[config.mk]
export PLATFORM = sky130hd
export DESIGN_NAME = global_alignment_score_top_flat
export DESIGN_NICKNAME = d
export VERILOG_FILES = /design/src/rtl/gas_pkg.sv /design/src/rtl/gas_if.sv /design/src/rtl/gas_ctrl.sv /design/src/rtl/gas_dpath.sv /design/src/rtl/global_alignment_score_top.sv /design/src/flat_wrapper.sv
export SDC_FILE = /design/constraint.sdc
export NUM_CORES = 2
export LEC_CHECK = 0
export BUFFER_PORTS_ARGS = -buffer_cell sky130_fd_sc_hd__buf_4
export CORE_MARGIN = 2
export CORE_UTILIZATION = 50
export CTS_CLUSTER_SIZE = 24
export DETAILED_ROUTE_END_ITERATION = 12
export GPL_TIMING_DRIVEN = 0
export PLACE_DENSITY = 0.76
export SLEW_MARGIN = 15
export SYNTH_ARGS = -nofsm -noshare
export SYNTH_HDL_FRONTEND = slang
export SYNTH_HIERARCHICAL = 1
export SYNTH_SLANG_ARGS = --single-unit
[constraint.sdc]
create_clock -name clk -period 21.9 [get_ports clk]
set_clock_uncertainty 0.1 [all_clocks]
set_input_delay 3.285 -clock clk [delete_from_list [all_inputs] [get_ports clk]]
set_output_delay 3.285 -clock clk [all_outputs]
set_load 0.02 [all_outputs]
[src/rtl/gas_pkg.sv]
// Package: sizes, codes and types shared by the alignment score block.
package gas_pkg;

  localparam int SEQ_LEN   = 16;
  localparam int CHAR_W    = 8;
  localparam int CFG_W     = 5;
  localparam int IDX_W     = 2;
  localparam int OUT_W     = 11;
  localparam int SCORE_W   = 12;
  localparam int CNT_W     = $clog2(SEQ_LEN);
  localparam int STEP_W    = $clog2(2 * SEQ_LEN);
  localparam int NUM_STEPS = 2 * SEQ_LEN - 1;

  // Configuration register indexes
  localparam logic [IDX_W-1:0] REG_MATCH    = 2'd0;
  localparam logic [IDX_W-1:0] REG_MISMATCH = 2'd1;
  localparam logic [IDX_W-1:0] REG_GAP      = 2'd2;

  // Register reset values
  localparam logic signed [CFG_W-1:0] MATCH_RST    = 5'sd1;
  localparam logic signed [CFG_W-1:0] MISMATCH_RST = -5'sd1;
  localparam logic signed [CFG_W-1:0] GAP_RST      = -5'sd2;

  typedef enum logic [1:0] {
    S_LOAD,
    S_CALC,
    S_EMIT
  } gas_state_t;

  // Commands from controller to datapath
  typedef struct packed {
    logic              load;
    logic              init;
    logic              step;
    logic              capture;
    logic [STEP_W-1:0] step_idx;
  } gas_cmd_t;

endpackage

[src/rtl/gas_if.sv]
// Interfaces: input, result and configuration channels.
interface gas_in_if;
  import gas_pkg::*;
  logic              valid;
  logic              ready;
  logic [CHAR_W-1:0] query_char;
  logic [CHAR_W-1:0] subject_char;
  modport source (output valid, output query_char, output subject_char, input ready);
  modport sink   (input valid, input query_char, input subject_char, output ready);
endinterface

interface gas_out_if;
  import gas_pkg::*;
  logic                    valid;
  logic                    ready;
  logic signed [OUT_W-1:0] alignment_score;
  modport source (output valid, output alignment_score, input ready);
  modport sink   (input valid, input alignment_score, output ready);
endinterface

interface gas_cfg_if;
  import gas_pkg::*;
  logic             valid;
  logic             ready;
  logic [IDX_W-1:0] index;
  logic [CFG_W-1:0] data;
  modport source (output valid, output index, output data, input ready);
  modport sink   (input valid, input index, input data, output ready);
endinterface

[src/rtl/gas_ctrl.sv]
// Controller: load counter, wavefront step counter and result handshake.
module gas_ctrl (
  input  logic              clk,
  input  logic              rst_n,
  input  logic              in_valid,
  output logic              in_ready,
  output logic              out_valid,
  input  logic              out_ready,
  output gas_pkg::gas_cmd_t cmd
);
  import gas_pkg::*;

  gas_state_t        state_r, state_nxt;
  logic [CNT_W-1:0]  cnt_r, cnt_nxt;
  logic [STEP_W-1:0] st_r, st_nxt;
  logic              out_valid_r, out_valid_nxt;
  logic              in_acc;
  logic              last_load;
  logic              slot_free;

  assign in_acc    = in_valid && in_ready;
  assign last_load = in_acc && (cnt_r == CNT_W'(SEQ_LEN - 1));
  assign slot_free = !out_valid_r || out_ready;

  // Next state
  always_comb begin
    state_nxt = state_r;
    unique case (state_r)
      S_LOAD: if (last_load) state_nxt = S_CALC;
      S_CALC: if (st_r == STEP_W'(NUM_STEPS)) state_nxt = S_EMIT;
      S_EMIT: if (slot_free) state_nxt = S_LOAD;
      default: state_nxt = S_LOAD;
    endcase
  end

  // Outputs and counters
  always_comb begin
    in_ready     = (state_r == S_LOAD);
    cmd.load     = in_acc;
    cmd.init     = last_load;
    cmd.step     = (state_r == S_CALC);
    cmd.capture  = (state_r == S_EMIT) && slot_free;
    cmd.step_idx = st_r;
    cnt_nxt      = cnt_r;
    st_nxt       = st_r;
    if (in_acc) begin
      cnt_nxt = last_load ? '0 : cnt_r + CNT_W'(1);
    end
    if (last_load) begin
      st_nxt = STEP_W'(1);
    end else if (state_r == S_CALC) begin
      st_nxt = st_r + STEP_W'(1);
    end
    out_valid_nxt = out_valid_r;
    if (out_valid_r && out_ready) out_valid_nxt = 1'b0;
    if (cmd.capture) out_valid_nxt = 1'b1;
  end

  assign out_valid = out_valid_r;

  always_ff @(posedge clk) begin
    if (!rst_n) begin
      state_r     <= S_LOAD;
      cnt_r       <= '0;
      st_r        <= '0;
      out_valid_r <= 1'b0;
    end else begin
      state_r     <= state_nxt;
      cnt_r       <= cnt_nxt;
      st_r        <= st_nxt;
      out_valid_r <= out_valid_nxt;
    end
  end

`ifndef NO_ASSERTIONS
  a_no_load_in_calc: assert property (@(posedge clk) disable iff (!rst_n)
    cmd.step |-> !in_ready)
    else $error("input taken during wavefront");
  a_last_starts_calc: assert property (@(posedge clk) disable iff (!rst_n)
    last_load |=> (state_r == S_CALC) && (st_r == STEP_W'(1)))
    else $error("last item did not start wavefront");
  a_capture_sets_valid: assert property (@(posedge clk) disable iff (!rst_n)
    cmd.capture |=> out_valid_r && (state_r == S_LOAD))
    else $error("captured result not presented");
  a_step_bound: assert property (@(posedge clk) disable iff (!rst_n)
    (state_r == S_CALC) |-> (st_r >= STEP_W'(1)) && (st_r <= STEP_W'(NUM_STEPS)))
    else $error("step counter out of range");
`endif

endmodule

[src/rtl/gas_dpath.sv]
// Datapath: sequence shift lines, score registers, row of wavefront cells.
module gas_dpath (
  input  logic                             clk,
  input  logic                             rst_n,
  input  gas_pkg::gas_cmd_t                cmd,
  input  logic [gas_pkg::CHAR_W-1:0]       query_char,
  input  logic [gas_pkg::CHAR_W-1:0]       subject_char,
  input  logic                             cfg_we,
  input  logic [gas_pkg::IDX_W-1:0]        cfg_index,
  input  logic [gas_pkg::CFG_W-1:0]        cfg_data,
  output logic signed [gas_pkg::OUT_W-1:0] alignment_score
);
  import gas_pkg::*;

  localparam logic signed [SCORE_W-1:0] SAT_HI = SCORE_W'(1023);
  localparam logic signed [SCORE_W-1:0] SAT_LO = -SCORE_W'(1024);

  logic signed [CFG_W-1:0]   match_r, mismatch_r, gap_r;
  logic signed [SCORE_W-1:0] match_x, mismatch_x, gap_x;
  logic [CHAR_W-1:0]         s_r [SEQ_LEN];
  logic [CHAR_W-1:0]         ql_r [SEQ_LEN];
  logic [CHAR_W-1:0]         q_r [SEQ_LEN-1];
  logic [CHAR_W-1:0]         qin [SEQ_LEN];
  logic signed [SCORE_W-1:0] h_r [SEQ_LEN];
  logic signed [SCORE_W-1:0] hp_r [SEQ_LEN];
  logic signed [SCORE_W-1:0] b_r;
  logic signed [SCORE_W-1:0] corner;
  logic signed [OUT_W-1:0]   res_r;

  assign match_x    = SCORE_W'(match_r);
  assign mismatch_x = SCORE_W'(mismatch_r);
  assign gap_x      = SCORE_W'(gap_r);

  // Score registers
  always_ff @(posedge clk) begin
    if (!rst_n) begin
      match_r    <= MATCH_RST;
      mismatch_r <= MISMATCH_RST;
      gap_r      <= GAP_RST;
    end else if (cfg_we) begin
      unique case (cfg_index)
        REG_MATCH:    match_r    <= cfg_data;
        REG_MISMATCH: mismatch_r <= cfg_data;
        REG_GAP:      gap_r      <= cfg_data;
        default: ;
      endcase
    end
  end

  // Shift in sequences; stream query into the first cell during steps
  always_ff @(posedge clk) begin
    if (cmd.load) begin
      for (int k = 0; k < SEQ_LEN - 1; k++) begin
        s_r[k]  <= s_r[k+1];
        ql_r[k] <= ql_r[k+1];
      end
      s_r[SEQ_LEN-1]  <= subject_char;
      ql_r[SEQ_LEN-1] <= query_char;
    end else if (cmd.step) begin
      for (int k = 0; k < SEQ_LEN - 1; k++) begin
        ql_r[k] <= ql_r[k+1];
      end
    end
  end

  // Left boundary column: holds (step-1) * gap
  always_ff @(posedge clk) begin
    if (cmd.init) begin
      b_r <= '0;
    end else if (cmd.step) begin
      b_r <= b_r + gap_x;
    end
  end

  assign qin[0] = ql_r[0];

  // Row of cells, one per matrix column
  for (genvar p = 0; p < SEQ_LEN; p++) begin : g_cell
    localparam logic signed [SCORE_W-1:0] COL = SCORE_W'(p + 1);
    logic                      act;
    logic signed [SCORE_W-1:0] diag, left, sub, c_d, c_u, c_l, m_du, best;

    if (p > 0) begin : g_q
      assign qin[p] = q_r[p-1];
    end
    if (p < SEQ_LEN - 1) begin : g_qr
      always_ff @(posedge clk) begin
        if (cmd.step) q_r[p] <= qin[p];
      end
    end

    if (p == 0) begin : g_edge
      assign diag = b_r;
      assign left = b_r + gap_x;
    end else begin : g_mid
      assign diag = hp_r[p-1];
      assign left = h_r[p-1];
    end

    assign act  = cmd.step && (cmd.step_idx >= STEP_W'(p + 1)) &&
                  (cmd.step_idx <= STEP_W'(p + SEQ_LEN));
    assign sub  = (qin[p] == s_r[p]) ? match_x : mismatch_x;
    assign c_d  = diag + sub;
    assign c_u  = h_r[p] + gap_x;
    assign c_l  = left + gap_x;
    assign m_du = (c_d > c_u) ? c_d : c_u;
    assign best = (m_du > c_l) ? m_du : c_l;

    // Seed with the top boundary row, then advance while the cell is active
    always_ff @(posedge clk) begin
      if (cmd.init) begin
        h_r[p] <= SCORE_W'(COL * gap_x);
      end else if (act) begin
        h_r[p]  <= best;
        hp_r[p] <= h_r[p];
      end
    end
  end

  // Saturate and hold the corner score
  assign corner = h_r[SEQ_LEN-1];
  always_ff @(posedge clk) begin
    if (cmd.capture) begin
      priority if (corner > SAT_HI) res_r <= OUT_W'(SAT_HI);
      else if (corner < SAT_LO)     res_r <= OUT_W'(SAT_LO);
      else                          res_r <= OUT_W'(corner);
    end
  end

  assign alignment_score = res_r;

endmodule

[src/rtl/global_alignment_score_top.sv]
// Top level: global alignment score, controller plus wavefront datapath.
//
//  channel  | dir | handshake     | payload
//  in_ch    | in  | valid/ready   | query_char[7:0], subject_char[7:0]
//  out_ch   | out | valid/ready   | alignment_score[10:0] signed
//  cfg_ch   | in  | valid/ready=1 | index[1:0], data[4:0]
//
// Sixteen items load one per cycle while valid is held; the last starts a 31-step
// wavefront over the row of sixteen cells, then the corner score is captured
// once the output register is free.
// Reset (rst_n low, synchronous) clears the counters and restores the scores.
// A waiting result sits in the output register while the next pair loads;
// only a second finished result waits for it to be taken.
module global_alignment_score_top (
  input  logic      clk,
  input  logic      rst_n,
  gas_in_if.sink    in_ch,
  gas_out_if.source out_ch,
  gas_cfg_if.sink   cfg_ch
);
  import gas_pkg::*;

  gas_cmd_t cmd;

  assign cfg_ch.ready = 1'b1;

  gas_ctrl u_ctrl (
    .clk       (clk),
    .rst_n     (rst_n),
    .in_valid  (in_ch.valid),
    .in_ready  (in_ch.ready),
    .out_valid (out_ch.valid),
    .out_ready (out_ch.ready),
    .cmd       (cmd)
  );

  gas_dpath u_dpath (
    .clk             (clk),
    .rst_n           (rst_n),
    .cmd             (cmd),
    .query_char      (in_ch.query_char),
    .subject_char    (in_ch.subject_char),
    .cfg_we          (cfg_ch.valid),
    .cfg_index       (cfg_ch.index),
    .cfg_data        (cfg_ch.data),
    .alignment_score (out_ch.alignment_score)
  );

endmodule

[src/flat_wrapper.sv]
// flat-port wrapper written by rule: the top's interface ports become plain ports
module global_alignment_score_top_flat import gas_pkg::*;
  (clk, rst_n, in_ch_valid, in_ch_query_char, in_ch_subject_char, in_ch_ready, out_ch_valid, out_ch_alignment_score, out_ch_ready, cfg_ch_valid, cfg_ch_index, cfg_ch_data, cfg_ch_ready);
  gas_in_if in_ch_i ();
  gas_out_if out_ch_i ();
  gas_cfg_if cfg_ch_i ();
  input  logic clk;
  input  logic rst_n;
  input wire logic [$bits(in_ch_i.valid)-1:0] in_ch_valid;
  input wire logic [$bits(in_ch_i.query_char)-1:0] in_ch_query_char;
  input wire logic [$bits(in_ch_i.subject_char)-1:0] in_ch_subject_char;
  output wire logic [$bits(in_ch_i.ready)-1:0] in_ch_ready;
  output wire logic [$bits(out_ch_i.valid)-1:0] out_ch_valid;
  output wire logic [$bits(out_ch_i.alignment_score)-1:0] out_ch_alignment_score;
  input wire logic [$bits(out_ch_i.ready)-1:0] out_ch_ready;
  input wire logic [$bits(cfg_ch_i.valid)-1:0] cfg_ch_valid;
  input wire logic [$bits(cfg_ch_i.index)-1:0] cfg_ch_index;
  input wire logic [$bits(cfg_ch_i.data)-1:0] cfg_ch_data;
  output wire logic [$bits(cfg_ch_i.ready)-1:0] cfg_ch_ready;
  assign in_ch_i.valid = in_ch_valid;
  assign in_ch_i.query_char = in_ch_query_char;
  assign in_ch_i.subject_char = in_ch_subject_char;
  assign in_ch_ready = in_ch_i.ready;
  assign out_ch_valid = out_ch_i.valid;
  assign out_ch_alignment_score = out_ch_i.alignment_score;
  assign out_ch_i.ready = out_ch_ready;
  assign cfg_ch_i.valid = cfg_ch_valid;
  assign cfg_ch_i.index = cfg_ch_index;
  assign cfg_ch_i.data = cfg_ch_data;
  assign cfg_ch_ready = cfg_ch_i.ready;
  global_alignment_score_top u_core (.clk(clk), .rst_n(rst_n), .in_ch(in_ch_i), .out_ch(out_ch_i), .cfg_ch(cfg_ch_i));
endmodule
Word level (Yosys, flattened, before mapping)
Memory sizes are Yosys's and may differ from the RTL's. Cells that the tools add are included.

Register bits: 50. Memory bits (writable): 760. Input bits: 28. Output and inout bits: 14. Word-level logic and storage cells: 377. Memories: 5.

$add $sub $neg: 36. Multipliers: 11. $lt $le $gt $ge: 66. Eq/ne operators: 25. Multiplexer cells: 145. Bitwise logic cells: 32. Reduce and logical (&&, ||, !) cells: 47.

Memory list: u_core.u_dpath.h_r (words 16, bits a word 12, read ports 16, clocked after memory_dff 0, write ports 16, line gas_dpath.sv:24) `logic signed [SCORE_W-1:0] h_r [SEQ_LEN];`; u_core.u_dpath.hp_r (words 16, bits a word 12, read ports 15, clocked after memory_dff 0, write ports 16, line gas_dpath.sv:25) `logic signed [SCORE_W-1:0] hp_r [SEQ_LEN];`; u_core.u_dpath.ql_r (words 16, bits a word 8, read ports 16, clocked after memory_dff 0, write ports 16, line gas_dpath.sv:21) `logic [CHAR_W-1:0] ql_r [SEQ_LEN];`; u_core.u_dpath.s_r (words 16, bits a word 8, read ports 16, clocked after memory_dff 0, write ports 16, line gas_dpath.sv:20) `logic [CHAR_W-1:0] s_r [SEQ_LEN];`; u_core.u_dpath.q_r (words 15, bits a word 8, read ports 15, clocked after memory_dff 0, write ports 15, line gas_dpath.sv:22) `logic [CHAR_W-1:0] q_r [SEQ_LEN-1];`.

Operator list (count): 12-bit two-way mux (64); 12-bit greater-than comparator (32); 12-bit by 5-bit adder with 12-bit output (18); 12-bit adder (16); 8-bit == test (16); 8-bit two-way mux (15); 5-bit less-or-equal comparator (second input constant) (16); 1-bit two-way mux (60); 5-bit by 4-bit >= comparator with 1-bit output (second input constant) (8); 5-bit by 5-bit multiplier with 10-bit output (first input constant) (4); 1-bit logical AND (36); 4-bit by 5-bit multiplier with 9-bit output (first input constant) (4); 1-bit bitwise OR (31); 3-bit by 5-bit multiplier with 8-bit output (first input constant) (3); 5-bit by 3-bit >= comparator with 1-bit output (second input constant) (4); 12-bit by 11-bit greater-than comparator with 1-bit output (second input constant) (1); 12-bit by 11-bit less-than comparator with 1-bit output (second input constant) (1); 11-bit two-way mux (1); 5-bit by 2-bit >= comparator with 1-bit output (second input constant) (2); 2-bit two-way mux (3); 2-bit case mux with 3 select lines (1); 2-bit AND reduction (3); 5-bit by 1-bit adder with 5-bit output (second input constant) (1); 5-bit == test (second input constant) (1); other kinds (16) (21).

Logic depth before layout (Yosys ltp)
An unclocked memory read counts as a cell.

Depth after elaboration: 9. Depth in mapped cells: 34.

Cells and area by module
The synthesis kept the hierarchy.

Modules (own cells, without submodules): gas_dpath (instances 1, cells each 5586, area each 59749.8 µm², seq. area each 23332.4 µm²); gas_ctrl (instances 1, cells each 61, area each 625.6 µm², seq. area each 240.2 µm²); global_alignment_score_top (instances 1, cells each 2, area each 11.3 µm², seq. area each 0.0 µm²).

Least setup slack after synthesis
OpenSTA, ideal clock, no wires.

Kind: reg2reg. From: register u_core.u_dpath.gap_r[4]. To: memory u_core.u_dpath.h_r[14][4] (netlist: u_core/u_dpath/h_r[1][76]) (data pin). Setup time: 0.270 ns. Arrival time: 8.353 ns. Data required time: 21.530 ns. Path slack: 13.177 ns. Stages on the path, launching flop included: 29. Path buffers: 2. Clock period less this slack: 8.723 ns. Cell sequence: dfxtp_1 > ha_1 > o21a_1 > o21ai_0 > inv_1 > a2111oi_0 > nor2_1 > xor2_1 > inv_1 > ha_1 > a21o_1 > a21oi_1 > nor2_1 > nor2_1 > nand2_1 > a211oi_4 > buf_2 > mux2i_1 > ha_1 > nor2b_1 > o21a_1 > o21a_1 > o21ai_0 > o211ai_1 > mux2i_1 > and2_1 > clkbuf_1 > nor2b_1 > a211oi_1.

RTL lines: from (decl) (line gas_dpath.sv:18) `logic signed [CFG_W-1:0] match_r, mismatch_r, gap_r;`; from (signal assigned) (line gas_dpath.sv:44) `REG_GAP: gap_r <= cfg_data;`; to (decl) (line gas_dpath.sv:24).

==> results.json <==
{
  "status": "complete, no violations",
  "grt_usage": 0.257,
  "start_kind": "register",
  "cts_setup_buffers": 0,
  "yosys_register_bits": 798,
  "crit_path_end_kind": "register",
  "setup_viol": 0,
  "die_w_um": 352,
  "critPathMostFrequentCell": "o21ai_0",
  "synth_nets": 6550,
  "crit_family": "compound AO/OA/AOI/OAI gates",
  "tritoncts": "built",
  "synthFlopType": "edfxtp_1",
  "tns_ps": 0,
  "hpwl_um": 121000,
  "synth_top_area_frac": 0.377,
  "path_clk_slew_ps": 60,
  "maxSlewHeadroom": 0.0926,
  "hold_viol_final": 0,
  "die_h_um": 352,
  "rrSetupSlack_ps": 13030,
  "max-vdd-ir-drop_mv": 0.0725,
  "grt_max_degree": 88,
  "clk_latency_ps": 680,
  "synth_cell_type_count": 102,
  "synth_warnings": 6,
  "required_ps": 22190,
  "p_leak_nw": 26.7,
  "synth_cells": 5649,
  "ant_nets": 0,
  "core_area_mm2": 0.120,
  "power.density_mw_per_mm2": 63.6,
  "grt_pass1_wl_um": 246000,
  "max_stage_delay_ps": 1060,
  "critPathBufInv": 4,
  "cts_hold_buffers": 0,
  "pin_count": 42,
  "async_flop_share": 0,
  "io_buffers": 40,
  "num_rows": 127,
  "maxCapViolations": 0,
  "cts-root-buf": "clkbuf_16",
  "tightest_slew_ps": 1360,
  "wl_um": 161000,
  "vias_per_cell": 6.02,
  "worstSetupPathType": "register to register",
  "fin_cells": 7472,
  "worstPathArrival_ps": 9160,
  "critPathSlowestCell": "clkbuf_1",
  "min-delay-path-class": "register to register",
  "p_total_mw": 4.19,
  "htree_num_levels": 3,
  "synthToLayoutAreaGrowth_pct": 8.96,
  "cts_made_buffers": 87,
  "dieArea_mm2": 0.124,
  "slew_violations": 0,
  "fmax_ghz": 0.113,
  "holdWs_ps": 308,
  "syn-cell-area_mm2": 0.0604,
  "ys_seq_area_frac": 0.390,
  "fillers": 10206,
  "start_util": 0.504,
  "drtIter0Drc": 3915,
  "synth_area_leader_cell": "edfxtp_1",
  "cts_resized": 0,
  "dp.cells": 7311,
  "gr-total-overflow": 0,
  "rsz0062_at_grt": "false",
  "cp_max_fo": 12,
  "post-route-min-period_ps": 8870,
  "period_share": 0.405,
  "vias": 44981,
  "grt_pass1_vias": 44162,
  "layout-drive-gt1-share": 0.0868,
  "wl_per_cell_um": 21.5,
  "clock_tree.buffer_depth": 3,
  "remaining_drc_errors": 0,
  "final_util": 0.549,
  "antenna_found_initial": 16,
  "ys_top_cells_by_area": "edfxtp_1, ha_1, xnor2_1",
  "synth_edf_count": 759,
  "nets": 6689,
  "gp_congestion": 0.998,
  "avgSynthCellArea_um2": 10.7,
  "dr.pass1.iters": 6,
  "cts_sinks": 798
}
[state kept, by name, indices dropped and copies added (netlist names)]
register                        flops
u_core/u_ctrl/cnt_r                 4
u_core/u_ctrl/out_valid             1
u_core/u_ctrl/st_r                  5
u_core/u_ctrl/state_r               2
u_core/u_dpath/alignment_score     11
u_core/u_dpath/b_r                 12
u_core/u_dpath/gap_r                5
u_core/u_dpath/h_r                192
u_core/u_dpath/hp_r               180
u_core/u_dpath/match_r              5
u_core/u_dpath/mismatch_r           5
u_core/u_dpath/q_r                120
u_core/u_dpath/ql_r               128
u_core/u_dpath/s_r                128
[cell families after synthesis]
| family | count (synthesis) | share of synthesized area |
|---|---|---|
| AOI/OAI and AO/OA | 1278 | 0.138 |
| and+or+nand+nor | 1278 | 0.106 |
| adders and majority gates | 873 | 0.187 |
| DFF | 798 | 0.390 |
| buffers and inverters | 516 | 0.0334 |
| xor gates and xnor gates | 491 | 0.0720 |
| muxes | 414 | 0.0733 |
| other | 1 | 0.0000621 |
[cells in the final DEF (no fill, tap or decap), types with 16 or more instances in the layout]
cell type,n
nand2b_1,74
buf_4,46
nor2_1,351
xnor2_1,406
and3_1,21
clkinv_1,16
a21oi_1,309
mux2_2,195
buf_2,30
edfxtp_1,759
a211oi_1,56
xor2_1,81
a31oi_1,24
fa_1,50
ha_1,823
nand2_1,272
o21ai_0,312
a2111oi_0,17
a21boi_0,16
o311ai_0,17
clkbuf_16,88
o21bai_1,21
o31ai_1,22
nor3_1,130
nand4_1,115
nor2b_1,126
a21o_1,196
nand3_1,33
o21a_1,91
dfxtp_1,34
clkbuf_1,79
inv_1,401
or2_2,29
mux2i_1,211
o211ai_1,46
or3_1,48
[area by class of cell]
type,count,area [um2],share of cell area
diodes,6,15.0,0.000228
well taps,1612,2020,0.0307
inverters,407,1530,0.0232
plain buffers,109,512,0.00778
clock inverters,44,472,0.00717
clock buffers,111,2320,0.0352
repair buffers,50,546,0.00829
flip-flops and latches,798,23600,0.358
multi-input cells,4335,34800,0.529
[cells in the mapped netlist, drive strengths merged, types with 11 or more instances]
cell type	n
ha	823
edfxtp	759
xnor2	407
inv	402
nor2	352
o21ai	326
a21oi	317
nand2	272
mux2i	211
mux2	203
a21o	196
nor3	133
nor2b	126
nand4	115
o21a	91
xor2	81
nand2b	74
clkbuf	66
a211oi	59
fa	50
or3	48
o211ai	47
buf	43
dfxtp	39
nand3	35
or2	31
a31oi	25
a2111oi	23
o31ai	22
and3	21
o21bai	21
o311ai	19
a21boi	17
nor4	15
a31o	14
and4	12
and2	11
o2111a	11
[power breakdown]
| group | internal (mW) | switching (mW) | leakage [nW] |
|---|---|---|---|
| sequential | 1.70 | 0.0235 | 7.28 |
| clock | 0.835 | 0.631 | 1.35 |
| combinational | 0.410 | 0.585 | 18.0 |
[stage by stage]
step / setup slack, ps / area [um2]
finish: 13030 / 65800
global route: 12740 / 65800
CTS: 13410 / 65800
detailed placement: 13410 / 63000
global placement: 9350 / 62700
floorplan: 13180 / 60400
[routing by layer]
metal	vias to the layer above	routed length (um)	track usage
li1	21298	-	-
met1	21528	66900	0.333
met2	1717	73400	0.417
met3	434	12900	0.0488
met4	4	7480	0.112
met5	-	21	0
[worst paths after layout]
| path | start | endpoint | cells past startpoint |
|---|---|---|---|
| worst max register to register | u_core/u_dpath/mismatch_r[1]$_SDFFE_PN1P_ | u_core/u_dpath/h_r[0][19]$_DFFE_PP_ | 28 |
| worst max-delay path | u_core/u_dpath/mismatch_r[1]$_SDFFE_PN1P_ | u_core/u_dpath/h_r[0][19]$_DFFE_PP_ | 28 |
| worst min-delay path | u_core/u_dpath/ql_r[0][85]$_DFFE_PP_ | u_core/u_dpath/ql_r[0][77]$_DFFE_PP_ | 0 |
| worst min register to register | u_core/u_dpath/ql_r[0][85]$_DFFE_PP_ | u_core/u_dpath/ql_r[0][77]$_DFFE_PP_ | 0 |
No activity file was read; power rests on OpenSTA's default activity.
